===== src/sv/pptm_pkg.sv =====
// Shared types, codes and constants for the per-task peak page table.
package pptm_pkg;

    localparam int P_TABLE_DEPTH = 32;
    localparam int P_COUNT_WIDTH = 48;

    localparam int PID_W   = 22;
    localparam int ID_W    = 16;
    localparam int ORDER_W = 4;
    localparam int RSS_W   = 32;

    localparam logic REG_ALLOC_ID = 1'b0;
    localparam logic REG_FREE_ID  = 1'b1;

    typedef enum logic [2:0] {
        ST_IGNORED    = 3'd0,
        ST_UPDATED    = 3'd1,
        ST_CREATED    = 3'd2,
        ST_DROPPED    = 3'd3,
        ST_FULL       = 3'd4,
        ST_DUMP_ENTRY = 3'd5,
        ST_DUMP_END   = 3'd6
    } t_status;

    typedef enum logic [2:0] {
        S_IDLE,
        S_FIND,
        S_UPD,
        S_DUMP,
        S_DUMP_END
    } t_state;

    typedef enum logic [1:0] {
        CELL_HOLD,
        CELL_WRITE,
        CELL_FROM_PREV,
        CELL_FROM_NEXT
    } t_cell_op;

    typedef struct packed {
        logic lt;
        logic eq;
    } t_cell_flags;

endpackage


===== src/sv/pptm_update.sv =====
// Shared page count updater: saturating add or subtract of 2^order, peak tracking.
module pptm_update #(
    parameter int COUNT_WIDTH = pptm_pkg::P_COUNT_WIDTH
) (
    input  logic                            i_inc,
    input  logic [pptm_pkg::ORDER_W-1:0]    i_order,
    input  logic signed [COUNT_WIDTH-1:0]   i_cur,
    input  logic [COUNT_WIDTH-2:0]          i_peak,
    output logic signed [COUNT_WIDTH-1:0]   o_cur,
    output logic [COUNT_WIDTH-2:0]          o_peak
);
    import pptm_pkg::*;

    logic signed [COUNT_WIDTH:0] cur_x;
    logic signed [COUNT_WIDTH:0] delta;
    logic signed [COUNT_WIDTH:0] sum;

    always_comb begin
        cur_x = {i_cur[COUNT_WIDTH-1], i_cur};
        delta = (COUNT_WIDTH+1)'(1) << i_order;
        sum   = i_inc ? (cur_x + delta) : (cur_x - delta);
        if (sum[COUNT_WIDTH] == sum[COUNT_WIDTH-1]) begin
            o_cur = sum[COUNT_WIDTH-1:0];
        end else if (i_inc) begin
            o_cur = {1'b0, {(COUNT_WIDTH-1){1'b1}}};
        end else begin
            o_cur = {1'b1, {(COUNT_WIDTH-1){1'b0}}};
        end
        if (i_inc && !o_cur[COUNT_WIDTH-1] && (o_cur[COUNT_WIDTH-2:0] > i_peak)) begin
            o_peak = o_cur[COUNT_WIDTH-2:0];
        end else begin
            o_peak = i_peak;
        end
    end

endmodule


===== config.mk =====
export PLATFORM = sky130hd
export DESIGN_NAME = pptm_update
export DESIGN_NICKNAME = d
export VERILOG_FILES = /design/src/sv/pptm_pkg.sv /design/src/sv/pptm_update.sv
export SDC_FILE = /design/constraint.sdc
export NUM_CORES = 1
export LEC_CHECK = 0
export BUFFER_PORTS_ARGS = -buffer_cell sky130_fd_sc_hd__buf_2
export CORE_ASPECT_RATIO = 1.1
export CORE_MARGIN = 1
export CORE_UTILIZATION = 54
export DETAILED_ROUTE_END_ITERATION = 8
export PLACE_DENSITY = 0.85
export RECOVER_POWER = 50
export SLEW_MARGIN = 0
export SYNTH_ARGS = -nofsm -noshare
export SYNTH_HDL_FRONTEND = slang
export SYNTH_SLANG_ARGS = --single-unit

===== constraint.sdc =====
create_clock -name vclk -period 17.8
set_input_delay 5.34 -clock vclk [all_inputs]
set_output_delay 5.34 -clock vclk [all_outputs]
set_load 0.02 [all_outputs]

==> flow_metrics.env <==
export IMPL_status="finished, final reports clean"
export IMPL_io_buffers=195
export IMPL_coreArea_sq_mm=0.00994
export IMPL_yosysUniqueCellTypes=64
export IMPL_seq_area_frac_synth_pct=0
export IMPL_seq_area_sq_um=0
export IMPL_max_slew_margin_pct=47.6
export IMPL_syn_area_sq_mm=0.00556
export IMPL_cp_arrival_ns=12.15
export IMPL_cp_max_fo=14
export IMPL_tns_ns=0
export IMPL_dp_hpwl_um=16100
export IMPL_grt_pass1_wl_um=29500
export IMPL_detail_route_antenna_nets=0
export IMPL_startpoint_type="primary input"
export IMPL_min_period_ns=17.49
export IMPL_crit_top_cell="a21oi_1"
export IMPL_setup_slack_ns=0.305
export IMPL_antenna_found_initial=0
export IMPL_io_pin_count=195
export IMPL_nets=1168
export IMPL_nClkBuffers=0
export IMPL_postLayoutCoreUtil_pct=68.6
export IMPL_endpoint_kind="output port"
export IMPL_place_ws_ns=0.00811
export IMPL_drc=0
export IMPL_worst_pin_slew_ns=0.766
export IMPL_grt_max_degree=35
export IMPL_max_freq_mhz=57.2
export IMPL_power_mw=0.573
export IMPL_cap_violations=0
export IMPL_antenna_cells_inserted=0
export IMPL_hp_class="primary input to output port"
export IMPL_yosysMostFrequentCell="ha_1"
export IMPL_vias=6816
export IMPL_gr_total_overflow=0
export IMPL_powerDensity_mw_per_mm2=84.1
export IMPL_routed_wl_um=19400
export IMPL_cellLeakagePower_nw=3.63
export IMPL_synth_warnings=0
export IMPL_seq_cell_count=0
export IMPL_die_w_um=98.7
export IMPL_drive_above_1_share_pct=22.7
export IMPL_cp_required_ns=12.46
export IMPL_final_hold_viol_count=0
export IMPL_synth_area_leaders="ha_1 (22%), mux2i_1 (8.5%), a21oi_1 (7.4%)"
export IMPL_holdWs_ns=11.06
export IMPL_setup_viol=0
export IMPL_yosys_area_top_type_share_pct=21.8
export IMPL_chipHeight_um=108
export IMPL_rows=38
export IMPL_grt_pass1_vias=6221
export IMPL_wl_per_cell_um=17.8
export IMPL_drt_vias_per_instance=6.26
export IMPL_num_fill_cells=895
export IMPL_ctsHoldBuffers=0
export IMPL_syn_to_final_growth_pct=22.7
export IMPL_period_share_pct=98.3
export IMPL_peakVddDrop_v=0.0000500
export IMPL_yosysTopAreaCell="ha_1"
export IMPL_cp_slowest_stage_delay_ns=0.33
export IMPL_fp_dieArea_sq_mm=0.0107
export IMPL_postSynthCellCount=782
export IMPL_grt_total_usage_pct=33.7
export IMPL_slew_viol_final=0
export IMPL_gp_congestion=0.987
export IMPL_crit_type="primary input to output port"
export IMPL_firstDrtPassIters=5
export IMPL_cpMaxStageDelayCell="or2_2"
export IMPL_start_util_pct=55.9
export IMPL_avgSynthCellArea_sq_um=7.11
export IMPL_syn_num_nets=980
export IMPL_drt_initial_drc_count=413
export IMPL_synth_common_cells="ha_1 (97), a21oi_1 (82), inv_1 (71)"
layer usage:
metal  track usage, %  part of all wire (%)
met1             41.3                    42
met2             60.7                    48
met3             2.39                   6.1
met4             14.3                   4.4
met5                0                     0
timing repair:
action | 4_1_cts | 5_1_grt
gates cloned | 0 | 1
endpoints found under the setup margin | 4 | 47
gates resized for setup | 0 | 19
pin swaps | 0 | 5
buffers inserted | 1 | 4
metrics by stage:
step           area, sq um  cells
2_1_floorplan         5560    782
3_3_place_gp          6740   1082
3_5_place_dp          6740   1082
4_1_cts               6750   1083
5_1_grt               6820   1088
6_report              6820   1088
path summary, 6_finish.rpt:
kind	start	endpoint	slack, ns	cells past startpoint
worst min-delay path	i_peak[21]	o_peak[21]	11.06	3
worst max-delay path	i_order[2]	o_peak[33]	0.31	34
placed cells by master (no fill, tap or decap), types with 23 or more instances in the layout:
cell type	synthesis	final
a2bb2oi_1	44	43
o21ai_0	42	40
a21oi_1	82	77
inv_1	71	71
ha_1	97	97
buf_4	5	33
mux2i_1	47	44
nor2_1	33	32
nand2_1	52	52
buf_2	8	156
xor2_1	23	23
clkbuf_1	27	38
a21o_1	50	50
cell families (layout without fill, tap and decap cells):
kind of cell               after synthesis  after routing  share of synthesized area, %
adders and majority gates               98             98                          22.2
buffers and inverters                  117            303                          8.82
xor gates and xnor gates                47             47                          8.03
and+or+nand+nor                        173            173                          15.4
AOI/OAI and AO/OA                      297            297                          36.5
muxes                                   50             50                          9.07
report_power, final:
part	switching [mW]	leakage (nW)	internal [mW]
logic	0.346	3.63	0.227
registers	0	0	0
clock network	0	0	0
worst max-delay path, delay by kind of cell:
kind / cells / cell delay, ns
AO/OA/AOI/OAI: 16 / 3.08
AND/OR/NAND/NOR: 8 / 1.40
buffers and inverters: 5 / 0.94
adder cells (fa/ha/maj): 3 / 0.85
multiplexers: 1 / 0.28
XOR/XNOR: 1 / 0.25
area by class of cell:
class                           count  area [sq um]  share of cell area, %
Multi-Input combinational cell    665          5150                   75.5
Timing Repair Buffer              231          1250                   18.3
Inverter                           72           270                   3.96
Tap cell                          120           150                   2.20
No activity file was read; power rests on OpenSTA's default activity.
