**src/sv/pptm_pkg.sv**
```systemverilog
// Shared types, codes and constants for the per-task peak page table.
package pptm_pkg;

    localparam int P_TABLE_DEPTH = 32;
    localparam int P_COUNT_WIDTH = 48;

    localparam int PID_W   = 22;
    localparam int ID_W    = 16;
    localparam int ORDER_W = 4;
    localparam int RSS_W   = 32;

    localparam logic REG_ALLOC_ID = 1'b0;
    localparam logic REG_FREE_ID  = 1'b1;

    typedef enum logic [2:0] {
        ST_IGNORED    = 3'd0,
        ST_UPDATED    = 3'd1,
        ST_CREATED    = 3'd2,
        ST_DROPPED    = 3'd3,
        ST_FULL       = 3'd4,
        ST_DUMP_ENTRY = 3'd5,
        ST_DUMP_END   = 3'd6
    } t_status;

    typedef enum logic [2:0] {
        S_IDLE,
        S_FIND,
        S_UPD,
        S_DUMP,
        S_DUMP_END
    } t_state;

    typedef enum logic [1:0] {
        CELL_HOLD,
        CELL_WRITE,
        CELL_FROM_PREV,
        CELL_FROM_NEXT
    } t_cell_op;

    typedef struct packed {
        logic lt;
        logic eq;
    } t_cell_flags;

endpackage

```
**src/sv/pptm_cell.sv**
```systemverilog
// One table cell: holds one entry, compares it to the query pid, shifts with its neighbors.
module pptm_cell #(
    parameter int COUNT_WIDTH = pptm_pkg::P_COUNT_WIDTH
) (
    input  logic                            i_clk,
    input  logic                            i_rst_n,
    input  pptm_pkg::t_cell_op              i_op,
    input  logic [pptm_pkg::PID_W-1:0]      i_query_pid,
    input  logic                            i_prev_valid,
    input  logic [pptm_pkg::PID_W-1:0]      i_prev_pid,
    input  logic signed [COUNT_WIDTH-1:0]   i_prev_cur,
    input  logic [COUNT_WIDTH-2:0]          i_prev_peak,
    input  logic                            i_next_valid,
    input  logic [pptm_pkg::PID_W-1:0]      i_next_pid,
    input  logic signed [COUNT_WIDTH-1:0]   i_next_cur,
    input  logic [COUNT_WIDTH-2:0]          i_next_peak,
    input  logic [pptm_pkg::PID_W-1:0]      i_wr_pid,
    input  logic signed [COUNT_WIDTH-1:0]   i_wr_cur,
    input  logic [COUNT_WIDTH-2:0]          i_wr_peak,
    output logic                            o_valid,
    output logic [pptm_pkg::PID_W-1:0]      o_pid,
    output logic signed [COUNT_WIDTH-1:0]   o_cur,
    output logic [COUNT_WIDTH-2:0]          o_peak,
    output pptm_pkg::t_cell_flags           o_flags
);
    import pptm_pkg::*;

    logic                          r_valid;
    logic [PID_W-1:0]              r_pid;
    logic signed [COUNT_WIDTH-1:0] r_cur;
    logic [COUNT_WIDTH-2:0]        r_peak;

    always_ff @(posedge i_clk) begin
        if (!i_rst_n) begin
            r_valid <= 1'b0;
        end else begin
            case (i_op)
                CELL_WRITE:     r_valid <= 1'b1;
                CELL_FROM_PREV: r_valid <= i_prev_valid;
                CELL_FROM_NEXT: r_valid <= i_next_valid;
                default:        r_valid <= r_valid;
            endcase
        end
    end

    always_ff @(posedge i_clk) begin
        case (i_op)
            CELL_WRITE: begin
                r_pid  <= i_wr_pid;
                r_cur  <= i_wr_cur;
                r_peak <= i_wr_peak;
            end
            CELL_FROM_PREV: begin
                r_pid  <= i_prev_pid;
                r_cur  <= i_prev_cur;
                r_peak <= i_prev_peak;
            end
            CELL_FROM_NEXT: begin
                r_pid  <= i_next_pid;
                r_cur  <= i_next_cur;
                r_peak <= i_next_peak;
            end
            default: begin
                r_pid  <= r_pid;
                r_cur  <= r_cur;
                r_peak <= r_peak;
            end
        endcase
    end

    assign o_flags.lt = r_valid && (r_pid < i_query_pid);
    assign o_flags.eq = r_valid && (r_pid == i_query_pid);
    assign o_valid    = r_valid;
    assign o_pid      = r_pid;
    assign o_cur      = r_cur;
    assign o_peak     = r_peak;

endmodule

```
**config.mk**
```make
export PLATFORM = sky130hd
export DESIGN_NAME = pptm_cell
export DESIGN_NICKNAME = d
export VERILOG_FILES = /design/src/sv/pptm_pkg.sv /design/src/sv/pptm_cell.sv
export SDC_FILE = /design/constraint.sdc
export NUM_CORES = 1
export LEC_CHECK = 0
export ABC_AREA = 1
export BUFFER_PORTS_ARGS = -buffer_cell sky130_fd_sc_hd__buf_2
export CAP_MARGIN = 30
export CORE_AREA = 2 2 192 194
export CTS_CLUSTER_DIAMETER = 150
export CTS_CLUSTER_SIZE = 25
export DETAILED_ROUTE_END_ITERATION = 10
export DIE_AREA = 0 0 194 196
export GPL_ROUTABILITY_DRIVEN = 0
export REMOVE_ABC_BUFFERS = 1
export SYNTH_ARGS = -nofsm -noshare
export SYNTH_HDL_FRONTEND = slang
export SYNTH_SLANG_ARGS = --single-unit
```
**constraint.sdc**
```tcl
create_clock -name i_clk -period 6.68 [get_ports i_clk]
set_input_delay 0.334 -clock i_clk [delete_from_list [all_inputs] [get_ports i_clk]]
set_output_delay 0.334 -clock i_clk [all_outputs]
set_load 0.1 [all_outputs]
```
==> key figures <==
Outcome
  • Status: complete, no violations

Die
  • Placeable core region: 36,100 sq um
  • Row cnt: 70
  • Starting Density: 18.2%
  • Die area: 38,000 sq um
  • Die X: 194 um
  • I/O Pins: 499
  • Die H: 196 um

Clock tree
  • Clock Latency Late Sink: 410 ps
  • CTS max path bufs: 2
  • Clock Pin Slew Worst Setup and Hold Paths: 60 ps
  • Setup bufs post-CTS: 0
  • CTS tree: yes
  • Root buf cell: clkbuf_16
  • # hold bufs at CTS: 0
  • CTS resizes: 0
  • Num CTS Buffers: 17
  • CTS Sinks: 118
  • H-tree Lvls: 4

Cells and area
  • Share of cells above drive strength 1: 43.0%
  • Final Cell Area: 10000 sq um
  • Final Net Count: 1,637
  • Area grow syn2layout: 52.3%

Critical path
  • Kind of critical path: reg2out
  • Worst setup SP type: flop
  • Worst endpoint required time: 6350 ps
  • CP max FO: 2
  • Reg-to-reg slack, setup: 5880 ps
  • Worst Path Arrival: 2180 ps
  • CP Capture Type: output port

STA
  • Fin. Hold Viols: 0
  • Slew Limit Headroom: 47.7%
  • Final critical-path required period: 2510 ps
  • RSZ-0062 raised after global routing: no
  • Fmax: 0.398 GHz
  • Setup violators final: 0
  • Final TNS setup: 0 ps
  • Clock Skews: 0 ps
  • Final hold slack: 110 ps
  • Fin. max-slew vios: 0
  • Final period utilization: 37.6%
  • Worst slew pin tran: 785 ps

Routing
  • Antenna viol nets, final: 0
  • DRT iter0 DRCs: 435
  • WL final: 26,600 um
  • Routed vias/inst: 4.26
  • Via count: 7,327
  • Avg WL per Cell: 15.5 um
  • DRT Pass-1 Iters: 6
  • Drt drc: 0

Placement
  • Detailed Place HPWL: 20,700 um
  • I/O Buffers: 498
  • Placed Area: 9430 sq um

Worst hold path
  • Hold WC Path Type: in2reg

Synthesis
  • Largest area contributor in the netlist: edfxtp_1
  • Synth Area in Simple Gates: 34.5%
  • Post-Synth Adder-Cell Area: 4.19%
  • Mean post-synth cell area: 8.61 sq um
  • Post-synth top area share: 53.5%
  • Sequential fraction of the synthesis area: 53.8%
  • Warnings, synthesis: 0
  • Area fraction in compound gates after synthesis: 0.534%
  • #FFs+latches synth: 118
  • Syn Std Cell Area: 6570 sq um
  • Largest family of logic cells by synthesized area: simple AND/OR/NAND/NOR gates
  • Multiplexer share of the synthesized area: 0%
  • Syn Inst Count: 763
  • Top cells by area, synth: edfxtp_1 54%, nand3_1 18%, nand2_1 16%
  • Netlist cell types: 16
  • Post-Synth XOR/XNOR Area: 0%

Global routing
  • Initial antenna violation count: 1
  • First-pass GRT wire length: 39,100 um
  • Pin count of the biggest net entering global routing: 72
  • Vias in the first global route: 7,070
  • GRT Total Usage: 13.4%
  • Grt total ovfl: 0

Pwr
  • Worst vdd ir: 0.000156 V
  • Tot Pwr: 2.92 mW
  • PD cells: 292 nW/um^2
  • Lkg Pwr: 5.02 nW

Run
  • Max cap viols: 0
[worst max-delay path, cell delays in order (launching register included)]
cell and delay, ps:
edfxtp_1 410, ha_1 320, nand2_1 70, nor2_1 190
nand2_1 120, nor3_1 200, buf_2 460
[cell usage after synthesis (all sizes together)]
cell type,n
o21ai,1
buf,47
nor2,8
nand4,1
clkbuf,4
nand2,278
inv,41
dfxtp,1
a21oi,6
edfxtp,117
ha,22
nor3,1
nand3,236
[layout make-up]
| class | count | area (sq um) |
|---|---|---|
| Antenna cell | 1 | 2.50 |
| Tap cell | 468 | 586 |
| Clock buffer | 18 | 429 |
| Inverter | 41 | 159 |
| Clock inverter | 14 | 136 |
| Fill cell | 3924 | 26100 |
| Sequential cell | 118 | 3530 |
| Multi-Input combinational cell | 553 | 2580 |
| Timing Repair Buffer | 505 | 2570 |
[sequential cells by signal (all words and copies together) (netlist names)]
name     count
o_cur       48
o_peak      47
o_pid       22
o_valid      1
[logic make-up after synthesis]
| kind of cell | after synthesis |
|---|---|
| adders and majority gates | 22 |
| and+or+nand+nor | 524 |
| DFF | 118 |
| buffers and inverters | 92 |
| AOI/OAI and AO/OA | 7 |
[layout by cell type, fill, tap and decap left out, types with 2 or more instances in the layout]
cell type,n
nand3_1,236
inv_1,38
clkinv_4,4
clkbuf_16,17
nand2_1,277
nor2_1,8
clkinvlp_4,2
clkinv_2,3
a21oi_1,6
ha_1,22
clkinv_1,3
edfxtp_1,117
buf_2,496
bufinv_16,2
inv_4,2
buf_4,8
[routing by layer]
metal  routed length, um  track usage (%)
met4                 730             5.56
met3                1920             3.32
met1               10700             16.1
met5                   0                0
met2               13300             22.9
[stage by stage]
step                instances  setup WS (ps)  util [%]
global placement         1684           4020      26.1
global route             1718           4020      27.7
detailed placement       1685           4000      26.1
CTS                      1717           4110      27.7
floorplan                 712           2030         -
finish                   1718           4170      27.7
[power by group]
group	switching, mW	total [mW]	internal, mW
Combinational	0.861	1.06	0.199
Sequential	0.0378	0.958	0.920
Clock	0.360	0.905	0.545
Total	1.26	2.92	1.66
[final timing paths]
check / startpoint / end / depth (start not counted)
setup / recovery: o_pid[13] / o_flags[0] / 6
hold / removal: i_rst_n / o_valid / 3
setup reg to reg: o_valid / o_valid / 4
hold reg to reg: o_valid / o_valid / 4
No activity file was read; power rests on OpenSTA's default activity.
